**src/rtl/chat_request_frame_validator_defines.svh**
```systemverilog
// ----------------------------------------------------------------------------
// chat request frame validator assertion macros
// shared assertion forms, clocked on clk with synchronous active-low reset
// ----------------------------------------------------------------------------
`ifndef CHAT_REQUEST_FRAME_VALIDATOR_DEFINES_SVH
`define CHAT_REQUEST_FRAME_VALIDATOR_DEFINES_SVH

// checked only while out of reset
`define CRFV_ASSERT(lbl, prop, msg) \
  lbl: assert property (@(posedge clk) disable iff (!rst_n) prop) else $error(msg);

// checked on every edge, reset included
`define CRFV_ASSERT_ALWAYS(lbl, prop, msg) \
  lbl: assert property (@(posedge clk) prop) else $error(msg);

`endif

```
**src/rtl/crfv_pkg.sv**
```systemverilog
// ----------------------------------------------------------------------------
// crfv_pkg
// types and constants shared by the request frame validator modules
// ----------------------------------------------------------------------------
`default_nettype none

package crfv_pkg;

  localparam int unsigned POS_W = 17;
  localparam int unsigned LEN_W = 16;

  localparam logic [POS_W-1:0] POS_MAX   = '1;
  localparam logic [POS_W-1:0] HDR_BYTES = POS_W'(9);

  // header offsets
  localparam logic [POS_W-1:0] OFS_VERSION = POS_W'(4);
  localparam logic [POS_W-1:0] OFS_CHANNEL = POS_W'(5);
  localparam logic [POS_W-1:0] OFS_SLOT    = POS_W'(6);
  localparam logic [POS_W-1:0] OFS_LEN_HI  = POS_W'(7);
  localparam logic [POS_W-1:0] OFS_LEN_LO  = POS_W'(8);
  localparam logic [POS_W-1:0] MAGIC_BYTES = POS_W'(4);

  localparam logic [7:0] MAGIC [4] = '{8'h50, 8'h43, 8'h48, 8'h54};  // "PCHT"

  localparam logic [7:0] PAYLOAD_MIN = 8'h20;
  localparam logic [7:0] PAYLOAD_DEL = 8'h7f;

  typedef enum logic [1:0] {
    CFG_VERSION     = 2'd0,
    CFG_CHANNEL     = 2'd1,
    CFG_MEMBER_LIM  = 2'd2,
    CFG_MAX_MSG     = 2'd3
  } cfg_idx_t;

  typedef struct packed {
    logic [7:0]       version_value;
    logic [7:0]       party_channel_code;
    logic [7:0]       member_limit;
    logic [LEN_W-1:0] max_msg_len;
  } cfg_t;

  typedef struct packed {
    logic [7:0] frame_byte;
    logic       frame_end;
  } byte_item_t;

  typedef struct packed {
    logic             accepted;
    logic [7:0]       sender_slot;
    logic [LEN_W-1:0] message_length;
  } result_t;

endpackage

`default_nettype wire

```
**src/rtl/crfv_in_stage.sv**
```systemverilog
// ----------------------------------------------------------------------------
// crfv_in_stage
// input register holding one byte transaction until the check stage takes it
// ----------------------------------------------------------------------------
`default_nettype none

module crfv_in_stage
  import crfv_pkg::*;
(
  input  wire logic       clk,
  input  wire logic       rst_n,
  input  wire logic       in_valid,
  output logic            in_stall,
  input  wire logic [7:0] in_frame_byte,
  input  wire logic       in_frame_end,
  input  wire logic       advance,
  output logic            item_valid,
  output byte_item_t      item
);

  logic       valid_r, valid_nxt;
  byte_item_t item_r;
  logic       take;

  assign in_stall = valid_r && !advance;
  assign take     = in_valid && !in_stall;

  always_comb begin
    valid_nxt = valid_r;
    if (take) begin
      valid_nxt = 1'b1;
    end else if (advance) begin
      valid_nxt = 1'b0;
    end
  end

  always_ff @(posedge clk) begin
    if (!rst_n) begin
      valid_r <= 1'b0;
    end else begin
      valid_r <= valid_nxt;
    end
  end

  always_ff @(posedge clk) begin
    if (take) begin
      item_r.frame_byte <= in_frame_byte;
      item_r.frame_end  <= in_frame_end;
    end
  end

  assign item_valid = valid_r;
  assign item       = item_r;

endmodule

`default_nettype wire

```
**src/rtl/crfv_frame_chk.sv**
```systemverilog
// ----------------------------------------------------------------------------
// crfv_frame_chk
// per-byte header and payload checks with the running frame state
// ----------------------------------------------------------------------------
`default_nettype none

module crfv_frame_chk
  import crfv_pkg::*;
(
  input  wire logic       clk,
  input  wire logic       rst_n,
  input  wire logic       advance,
  input  wire byte_item_t item,
  input  wire cfg_t       cfg,
  output result_t         result
);

  logic [POS_W-1:0] pos_r, pos_nxt, pos_inc;
  logic             ok_r, ok_nxt, ok_byte;
  logic [LEN_W-1:0] len_r, len_nxt;
  logic [7:0]       slot_r, slot_nxt;
  logic [7:0]       b;
  logic             size_ok;

  assign b = item.frame_byte;

  always_comb begin
    ok_byte  = ok_r;
    len_nxt  = len_r;
    slot_nxt = slot_r;
    priority if (pos_r < MAGIC_BYTES) begin
      if (b != MAGIC[pos_r[1:0]]) ok_byte = 1'b0;
    end else if (pos_r == OFS_VERSION) begin
      if (b != cfg.version_value) ok_byte = 1'b0;
    end else if (pos_r == OFS_CHANNEL) begin
      if (b != cfg.party_channel_code) ok_byte = 1'b0;
    end else if (pos_r == OFS_SLOT) begin
      slot_nxt = b;
      if (b == 8'd0 || b >= cfg.member_limit) ok_byte = 1'b0;
    end else if (pos_r == OFS_LEN_HI) begin
      len_nxt = {b, 8'd0};
    end else if (pos_r == OFS_LEN_LO) begin
      len_nxt = {len_r[LEN_W-1:8], b};
      if (len_nxt == '0 || len_nxt > cfg.max_msg_len) ok_byte = 1'b0;
    end else begin
      if (b < PAYLOAD_MIN || b == PAYLOAD_DEL) ok_byte = 1'b0;
    end
  end

  // saturating byte count, this is the frame size on the last byte
  assign pos_inc = (pos_r != POS_MAX) ? pos_r + POS_W'(1) : pos_r;
  assign size_ok = (pos_inc >= HDR_BYTES) &&
                   (pos_inc == HDR_BYTES + {{(POS_W-LEN_W){1'b0}}, len_nxt});

  assign result.accepted       = ok_byte && size_ok;
  assign result.sender_slot    = slot_nxt;
  assign result.message_length = len_nxt;

  assign pos_nxt = pos_inc;
  assign ok_nxt  = ok_byte;

  always_ff @(posedge clk) begin
    if (!rst_n) begin
      pos_r  <= '0;
      ok_r   <= 1'b1;
      len_r  <= '0;
      slot_r <= '0;
    end else if (advance) begin
      if (item.frame_end) begin
        pos_r  <= '0;
        ok_r   <= 1'b1;
        len_r  <= '0;
        slot_r <= '0;
      end else begin
        pos_r  <= pos_nxt;
        ok_r   <= ok_nxt;
        len_r  <= len_nxt;
        slot_r <= slot_nxt;
      end
    end
  end

endmodule

`default_nettype wire

```
**src/rtl/chat_request_frame_validator.sv**
```systemverilog
// ----------------------------------------------------------------------------
// chat_request_frame_validator
// byte-stream checker for party chat request frames: header, payload, size
// ----------------------------------------------------------------------------
//
//  channel | ports                                        | direction
//  --------+----------------------------------------------+----------
//  in      | in_valid, in_stall, in_frame_byte/frame_end   | byte in
//  out     | out_valid, out_stall, accepted/slot/length    | result out
//  cfg     | cfg_wr_en, cfg_index, cfg_wdata               | write only
//
//  one byte transaction per cycle sustained; input register, then the
//  check stage, then the result register, which sets out_valid as the
//  last byte of its frame leaves the input register
//  the check stage runs every cycle for bytes that are not the frame end;
//  only a frame end waits when the result register is still held by stall
//  rst_n is synchronous; it clears the frame state and loads the register
//  defaults (version 1, channel 1, member limit 8, max message 256)
// ----------------------------------------------------------------------------
`default_nettype none

`include "chat_request_frame_validator_defines.svh"

module chat_request_frame_validator
  import crfv_pkg::*;
(
  input  wire logic        clk,
  input  wire logic        rst_n,
  // byte input
  input  wire logic        in_valid,
  output logic             in_stall,
  input  wire logic [7:0]  in_frame_byte,
  input  wire logic        in_frame_end,
  // frame result
  output logic             out_valid,
  input  wire logic        out_stall,
  output logic             out_accepted,
  output logic [7:0]       out_sender_slot,
  output logic [15:0]      out_message_length,
  // register writes
  input  wire logic        cfg_wr_en,
  input  wire logic [1:0]  cfg_index,
  input  wire logic [15:0] cfg_wdata
);

  cfg_t       cfg_r;
  byte_item_t item;
  logic       item_valid;
  logic       advance;
  result_t    result;
  result_t    res_r;
  logic       out_valid_r, out_valid_nxt;

  // ---- configuration registers ----
  always_ff @(posedge clk) begin
    if (!rst_n) begin
      cfg_r.version_value      <= 8'd1;
      cfg_r.party_channel_code <= 8'd1;
      cfg_r.member_limit       <= 8'd8;
      cfg_r.max_msg_len        <= 16'd256;
    end else if (cfg_wr_en) begin
      unique case (cfg_idx_t'(cfg_index))
        CFG_VERSION:    cfg_r.version_value      <= cfg_wdata[7:0];
        CFG_CHANNEL:    cfg_r.party_channel_code <= cfg_wdata[7:0];
        CFG_MEMBER_LIM: cfg_r.member_limit       <= cfg_wdata[7:0];
        CFG_MAX_MSG:    cfg_r.max_msg_len        <= cfg_wdata;
        default: ;
      endcase
    end
  end

  // ---- input register ----
  crfv_in_stage u_in_stage (
    .clk           (clk),
    .rst_n         (rst_n),
    .in_valid      (in_valid),
    .in_stall      (in_stall),
    .in_frame_byte (in_frame_byte),
    .in_frame_end  (in_frame_end),
    .advance       (advance),
    .item_valid    (item_valid),
    .item          (item)
  );

  // a frame end needs room in the result register, other bytes always move
  assign advance = item_valid && (!item.frame_end || !out_valid_r || !out_stall);

  // ---- header and payload checks ----
  crfv_frame_chk u_frame_chk (
    .clk     (clk),
    .rst_n   (rst_n),
    .advance (advance),
    .item    (item),
    .cfg     (cfg_r),
    .result  (result)
  );

  // ---- result register ----
  always_comb begin
    out_valid_nxt = out_valid_r;
    if (advance && item.frame_end) begin
      out_valid_nxt = 1'b1;
    end else if (!out_stall) begin
      out_valid_nxt = 1'b0;
    end
  end

  always_ff @(posedge clk) begin
    if (!rst_n) begin
      out_valid_r <= 1'b0;
    end else begin
      out_valid_r <= out_valid_nxt;
    end
  end

  always_ff @(posedge clk) begin
    if (advance && item.frame_end) begin
      res_r <= result;
    end
  end

  assign out_valid          = out_valid_r;
  assign out_accepted       = res_r.accepted;
  assign out_sender_slot    = res_r.sender_slot;
  assign out_message_length = res_r.message_length;

  // ---- assertions ----
  // a new result only appears right after a frame end left the input register
  `CRFV_ASSERT(a_result_from_end, $rose(out_valid_r) |-> $past(advance && item.frame_end), "result without a frame end transaction")
  // back-pressure only comes from a held result blocking a frame end
  `CRFV_ASSERT(a_stall_cause, in_stall |-> (item_valid && item.frame_end && out_valid_r && out_stall), "input stalled without a blocked frame end")
  // an accepted frame always carries a nonzero slot and length
  `CRFV_ASSERT(a_accept_fields, (out_valid_r && res_r.accepted) |-> (res_r.sender_slot != 8'd0 && res_r.message_length != 16'd0), "accepted frame with zero slot or length")
  // nothing is left pending in the datapath once reset has been applied
  `CRFV_ASSERT_ALWAYS(a_reset_clear, !rst_n |=> (!out_valid_r && !item_valid), "valid left set after reset")

endmodule

`default_nettype wire
```
**config.mk**
```make
export PLATFORM = sky130hd
export DESIGN_NAME = chat_request_frame_validator
export DESIGN_NICKNAME = d
export VERILOG_FILES = /design/src/rtl/crfv_pkg.sv /design/src/rtl/crfv_in_stage.sv /design/src/rtl/crfv_frame_chk.sv /design/src/rtl/chat_request_frame_validator.sv
export VERILOG_INCLUDE_DIRS = /design/src /design/src/rtl
export SDC_FILE = /design/constraint.sdc
export NUM_CORES = 1
export LEC_CHECK = 0
export BUFFER_PORTS_ARGS = -buffer_cell sky130_fd_sc_hd__clkbuf_2
export CAP_MARGIN = 15
export CORE_MARGIN = 2
export CORE_UTILIZATION = 55
export DETAILED_ROUTE_END_ITERATION = 8
export GPL_TIMING_DRIVEN = 0
export PLACE_DENSITY = 0.71
export REMOVE_ABC_BUFFERS = 1
export SLEW_MARGIN = 10
export SYNTH_ARGS = -nofsm -noshare
export SYNTH_HDL_FRONTEND = slang
export SYNTH_SLANG_ARGS = --single-unit
```
**constraint.sdc**
```tcl
create_clock -name clk -period 10.25 [get_ports clk]
set_clock_uncertainty 0.05 [all_clocks]
set_input_delay 3.075 -clock clk [delete_from_list [all_inputs] [get_ports clk]]
set_output_delay 3.075 -clock clk [all_outputs]
set_load 0.01 [all_outputs]
```
==> run_results.csv, run 1 <==
group,metric,value,unit
global_routing,grt-ovfl-total,0,
placed_design,port_buffers,58,
floorplanning,ios,59,
pwr,pwr-share-clk,50.8,%
setup_path,cp_max_fo,3,
setup_path,endpoint_kind,"output pin",
pwr,p_int,0.000898,W
global_routing,grt_pass1_wl,28500,µm
clocking,cts_setup_buffers,0,
pwr,seq_power_share,43.3,%
floorplanning,placementRows,40,
routing,via_per_inst,6.01,
outcome,status,"finished, final reports clean",
min_path,hold_path_end,"cfg_r[6]",
min_path,hp-start,"cfg_r[6]",
floorplanning,core_area,0.0122,mm²
timing,hold_viol_final,0,
min_path,whs_path_depth,2,
synthesis,yosysSeqAreaShare,39.1,%
floorplanning,die_w,116,µm
synthesis,synth_cell_types,65,
setup_path,critPathKind,"primary input to output pin",
min_path,hold_class,"register to register",
global_routing,grt_max_degree,85,
routing,drtIter0Drc,514,
pwr,peakVddDrop,0.000134,V
setup_path,critPathSlowestCell,"nor2_1",
synthesis,synth-seq-cells,118,
clocking,cts_resized,0,
timing,fin_crit_sh,66.2,%
placed_design,dp_hpwl,11900,µm
final_layout,drive_above_1_share,15.6,%
global_routing,antenna_found_initial,0,
pwr,p_comb_share,5.9,%
synthesis,synth_top_flop_cell,"dfxtp_1",
routing,ant_nets,0,
setup_path,timing.rr.end,"out_accepted",
final_layout,num_antenna_cells,0,
pwr,power.switching,0.000271,W
setup_path,reg2regPathDepth,15,
setup_path,worstReg2RegStart,"u_frame_chk.pos_r[0]",
pwr,p_per_area,150,mW/mm²
synthesis,syn-cell-area,0.00692,mm²
synthesis,synthArstFlopShare,0,%
clocking,tritoncts,"done",
synthesis,synth-warning-count,0,
clocking,htreeDepth,4,
setup_path,cp.arrival,3.66,ns
timing,tns,0,ns
global_routing,first_global_vias,5670,
timing,worst_hold_slack,0.417,ns
clocking,clockRootBuffer,"clkbuf_16",
pwr,switching_share,23.2,%
timing,tightest_slew,1.07,ns
clocking,clkTransAtPathRegs,0.05,ns
final_layout,fin_nets,845,
synthesis,syn_inst,753,
clocking,cts.path.max_buffers,2,
timing,final.min_clock_period,6.79,ns
synthesis,avgSynthCellArea,9.18,µm²
pwr,power_leakage,2.83,nW
timing,max_freq,147,MHz
timing,max_slew_margin,28.5,%
routing,drc_errors,0,
final_layout,nFillCells,1027,
timing,rsz0062_at_grt,"false",
setup_path,r2r_slack,5.29,ns
global_routing,grt_util_all_layers,27.7,%
setup_path,critPathLaunchType,"primary input",
flow_run,cap_violations,0,
routing,routed_wirelength,17500,µm
placed_design,gp_congestion,0.927,
floorplanning,die_area,0.0135,mm²
setup_path,worstPathCellList,"clkbuf_2 > nand3_1 > nor2_1 > clkbuf_2",
routing,wire_per_inst,18.1,µm
clocking,ctsHoldBuffers,0,
routing,first_pass_iters,5,
floorplanning,die_y,116,µm
setup_path,path_common_cell,"clkbuf_2",
setup_path,cp.required,7.13,ns
clocking,cts_made_buffers,17,
timing,maxSlewViolCount,0,
clocking,cts_num_sinks,118,
final_layout,synthToLayoutAreaGrowth,12.9,%
floorplanning,start_util,56.9,%
routing,vias,5802,
clocking,clk_latency,0.42,ns
setup_path,slowest_delay,0.21,ns
timing,setup_viol,0,
synthesis,synth-edff-count,34,
worst max-delay path, delay by kind of cell:
| kind | cells | cell delay, ns |
|---|---|---|
| buffers and inverters | 2 | 0.26 |
| and+or+nand+nor | 2 | 0.33 |
worst max-delay path by stage:
stage                    from       end  slack (ns)  depth (start not counted)
floorplan           out_stall  in_stall        3.72                          2
global placement    out_stall  in_stall        3.49                          4
detailed placement  out_stall  in_stall        3.46                          4
CTS                 out_stall  in_stall        3.46                          4
global route        out_stall  in_stall        3.38                          4
finish              out_stall  in_stall        3.46                          4
sequential cells by signal, summed over array words and instances (netlist names), 8 cells and up:
| register | flops |
|---|---|
| cfg_r | 40 |
| u_frame_chk.pos_r | 17 |
| out_message_length | 16 |
| u_frame_chk.len_r | 16 |
| u_in_stage.item | 9 |
| out_sender_slot | 8 |
| u_frame_chk.slot_r | 8 |
cells in the final DEF (no fill, tap or decap), drive strengths merged, types with 9 or more instances in the layout:
cell,synthesis,final
nor3,15,15
o21ai,27,27
mux2,15,15
nand2,86,86
nor2,27,27
xor2,23,23
clkbuf,29,76
ha,29,29
a22oi,22,22
dfxtp,84,84
inv,32,33
xnor2,32,32
a21oi,24,24
mux2i,27,27
nor4,14,14
nand4,23,23
nor2b,47,47
a21boi,29,29
and3,9,9
edfxtp,34,34
nand3,20,20
and2,11,11
area by class of cell:
class	instances	area, µm²	share of cell area [%]
multi-input cells	556	3880	49.7
flip-flops and latches	118	2700	34.6
repair buffers	59	308	3.94
clock inverters	14	159	2.04
clock buffers	18	429	5.50
inverters	32	120	1.54
well taps	168	210	2.69
metrics by stage:
stage	worst slack, ns	cell area (µm²)	power [W]	instances	util, %
2_1_floorplan	3.72	6680	0.000550	706	-
3_3_place_gp	3.49	7180	0.000579	932	59.0
3_5_place_dp	3.46	7220	0.000583	933	59.3
4_1_cts	3.46	7800	0.00118	965	64.2
5_1_grt	3.38	7800	0.00121	965	64.2
6_report	3.46	7800	0.00117	965	64.2
cell usage after synthesis, drive strengths merged (14+ instances only):
cell | count | area share [%]
nor4 | 14 | 1.5
clkbuf | 29 | 1.6
xnor2 | 32 | 4.1
nor2b | 47 | 4.3
ha | 29 | 5.2
nand3 | 20 | 1.4
a21boi | 29 | 3.1
nor2 | 27 | 1.6
buf | 18 | 1.8
inv | 32 | 1.7
xor2 | 23 | 3.0
a21oi | 24 | 1.7
o21ai | 27 | 2.0
mux2 | 15 | 2.6
mux2i | 27 | 3.9
nand2 | 86 | 4.7
dfxtp | 84 | 24
nor3 | 15 | 1.1
edfxtp | 34 | 15
nand4 | 23 | 2.2
a22oi | 22 | 2.5
power groups by stage:
stage	combinational, W	sequential, W	clock [W]
finish	0.0000690	0.000506	0.000594
global route	0.0000769	0.000507	0.000622
CTS	0.0000689	0.000505	0.000602
detailed placement	0.0000683	0.000515	0
global placement	0.0000647	0.000515	0
floorplan	0.0000403	0.000510	0
per-layer routing:
metal / up-vias / track usage (%) / wire length [µm]
met5: - / 0 / 0
met4: 0 / 12.3 / 464
met3: 39 / 6.85 / 1370
met2: 234 / 44.7 / 8040
met1: 2770 / 35.3 / 7580
li1: 2759 / - / -
logic make-up (layout without fill, tap and decap cells):
logic type / Yosys count / in the layout / synth area share, %
buf+inv: 79 / 123 / 5.14
flops: 118 / 118 / 39.1
simple gates: 279 / 279 / 21.6
compound gates: 151 / 151 / 15.4
xor+xnor: 55 / 55 / 7.07
mux: 42 / 42 / 6.46
fa+ha+maj: 29 / 29 / 5.25
Power figures use the tool's default switching activity.
==> inputs of run 2 (changes only) <==
- ABC_AREA: not set -> 1
- PLACE_DENSITY: 0.71 -> 0.74
- clock period: 10.25 -> 5.8 ns (I/O delays scaled with it)
==> run 2 against run 1 <==
Against the previous run: core utilization rose by 1.6 points; hold slack lost 0.0028 ns; cell area is 2.1% higher; first-iteration DRC count is 14% higher; routed wire length decreased by 0.44%; combinational power increased by 94%; via count grew 10%; largest cell class unchanged; highest routed layer unchanged.
==> run_results.csv, run 2 <==
group,metric,value,unit
setup_path,worstReg2RegStart,"u_frame_chk.pos_r[1]",
setup_path,endpoint_kind,"output pin",
synthesis,post-synth-top-count-cell,"nand2_1",
timing,tightest_slew,1.02,ns
pwr,p_int,0.00164,W
placed_design,placed_cells,1164,
timing,setup_viol,0,
final_layout,num_antenna_cells,0,
routing,drtIter0Drc,584,
timing,hold_viol_final,0,
pwr,power.switching,0.000465,W
final_layout,utilization,65.8,%
clocking,htreeDepth,4,
routing,first_pass_iters,5,
pwr,p_comb_share,6.4,%
final_layout,layout_commonest_cell,"nand2_1",
synthesis,synthTopCellsByCount,"265 x nand2_1, 93 x inv_1, 87 x nor2_1",
timing,worst_hold_slack,0.414,ns
floorplanning,placementRows,40,
placed_design,dp_hpwl,12600,µm
final_layout,layout_common_cells,"264 x nand2_1, 93 x inv_1, 86 x nor2_1, 85 x a21oi_1, 84 x dfxtp_1",
setup_path,r2r_slack,2.55,ns
pwr,pwr-share-clk,51.3,%
routing,routed_wirelength,17400,µm
clocking,ctsHoldBuffers,0,
outcome,status,"finished, final reports clean",
synthesis,synth_cell_types,42,
floorplanning,die_w,116,µm
clocking,tritoncts,"done",
routing,via_per_inst,5.36,
clocking,clkTransAtPathRegs,0.05,ns
pwr,switching_share,22.1,%
placed_design,port_buffers,58,
global_routing,antenna_found_initial,0,
final_layout,final_area,0.00797,mm²
synthesis,synth_top_flop_cell,"dfxtp_1",
timing,final.min_clock_period,4.06,ns
routing,ant_nets,0,
clocking,cts_num_sinks,118,
clocking,cts.path.max_buffers,2,
synthesis,synth.area.top_cells,"dfxtp_1 24%, edfxtp_1 15%, nand2_1 14%",
clocking,clockRootBuffer,"clkbuf_16",
routing,vias,6409,
floorplanning,start_util,56.7,%
min_path,hold_class,"register to register",
synthesis,synth_top_area_cell,"dfxtp_1",
global_routing,first_global_vias,5762,
clocking,cts_setup_buffers,0,
synthesis,synth-edff-count,34,
floorplanning,core_area,0.0121,mm²
placed_design,place_area,0.00736,mm²
pwr,power_leakage,3.46,nW
setup_path,cp.arrival,2.27,ns
synthesis,synth-seq-cells,118,
pwr,peakVddDrop,0.000218,V
pwr,p_per_area,265,mW/mm²
clocking,clk_latency,0.42,ns
synthesis,synth_top_area_share,24.5,%
setup_path,crit_end,"in_stall",
setup_path,critPathKind,"primary input to output pin",
final_layout,largest_reg_flops,40,
timing,fin_crit_sh,70.0,%
floorplanning,die_y,116,µm
setup_path,cp_max_fo,3,
final_layout,layout.cells.non_filler,1196,
final_layout,drive_above_1_share,15.1,%
routing,wire_per_inst,14.5,µm
setup_path,timing.rr.end,"out_accepted",
timing,rsz0062_at_grt,"false",
flow_run,cap_violations,0,
synthesis,synthArstFlopShare,0,%
floorplanning,die_area,0.0134,mm²
final_layout,fin_nets,1076,
global_routing,grt-ovfl-total,0,
setup_path,critPathLaunchType,"primary input",
pwr,seq_power_share,42.3,%
timing,maxSlewViolCount,0,
routing,drc_errors,0,
setup_path,cp-startpoint,"out_stall",
final_layout,synthToLayoutAreaGrowth,16.0,%
setup_path,cp.required,4.01,ns
global_routing,grt_util_all_layers,27.8,%
global_routing,grt_pass1_wl,28800,µm
timing,max_freq,246,MHz
clocking,cts_made_buffers,17,
synthesis,syn_inst,960,
timing,max_slew_margin,31.8,%
clocking,cts_resized,0,
synthesis,avgSynthCellArea,7.15,µm²
synthesis,syn-cell-area,0.00687,mm²
synthesis,yosysSeqAreaShare,39.4,%
global_routing,grt_max_degree,43,
setup_path,reg2regPathDepth,23,
final_layout,regMostFlops,"cfg_r",
placed_design,gp_congestion,0.893,
synthesis,synth-warning-count,0,
final_layout,reg.largest.list,"cfg_r x40, u_frame_chk.pos_r x17",
floorplanning,ios,59,
-- run 2: cell families after synthesis --
| family | Yosys count | share of synthesized area (%) |
|---|---|---|
| AOI/OAI and AO/OA | 166 | 12.7 |
| adders and majority gates | 29 | 5.28 |
| xor gates and xnor gates | 27 | 3.44 |
| buffers and inverters | 130 | 7.23 |
| and+or+nand+nor | 490 | 32.0 |
| DFF | 118 | 39.4 |
-- run 2: per-stage QoR --
step	setup TNS [ns]	worst slack [ns]	power (W)
finish	0	1.74	0.00211
global route	0	1.67	0.00218
CTS	0	1.74	0.00212
detailed placement	0	1.74	0.00104
global placement	-0.259	-0.182	0.00103
floorplan	0	1.47	0.000981
-- run 2: worst min path at each step --
| stage | from | end | cells after the start |
|---|---|---|---|
| after floorplan | cfg_r[10] | cfg_r[10] | 2 |
| after global placement | cfg_r[1] | cfg_r[1] | 2 |
| after detailed placement | u_frame_chk.len_r[2] | u_frame_chk.len_r[2] | 2 |
| after CTS | u_frame_chk.len_r[1] | u_frame_chk.len_r[1] | 2 |
| after global routing | u_frame_chk.slot_r[5] | u_frame_chk.slot_r[5] | 2 |
| final | cfg_r[15] | cfg_r[15] | 2 |
-- run 2: worst max-delay path, stage by stage --
cell and delay [ns]:
clkbuf_2 0.08, nand2_1 0.06, inv_1 0.08, nand3_1 0.09, inv_1 0.09, clkbuf_2 0.13
-- run 2: final cells by class --
type                            instances  area [µm²]
Clock inverter                         12         160
Multi-Input combinational cell        712        3680
Fill cell                            1086        4150
Inverter                              105         394
Sequential cell                       118        2700
Timing Repair Buffer                   61         373
Clock buffer                           20         447
Tap cell                              168         210
-- run 2: routing by layer --
layer	part of all wire, %	GRT usage (%)	up-vias
li1	-	-	3257
met1	46	39.2	2872
met2	45	43.2	250
met3	7.1	5.91	30
met4	1.8	8.73	0
met5	0	0	-
-- run 2: power groups by stage --
stage                     clock network (W)  logic [W]  registers (W)
after floorplan                           0  0.0000782       0.000903
after global placement                    0   0.000123       0.000907
after detailed placement                  0   0.000132       0.000908
after CTS                           0.00110   0.000134       0.000891
after global routing                0.00113   0.000154       0.000894
final                               0.00108   0.000134       0.000892
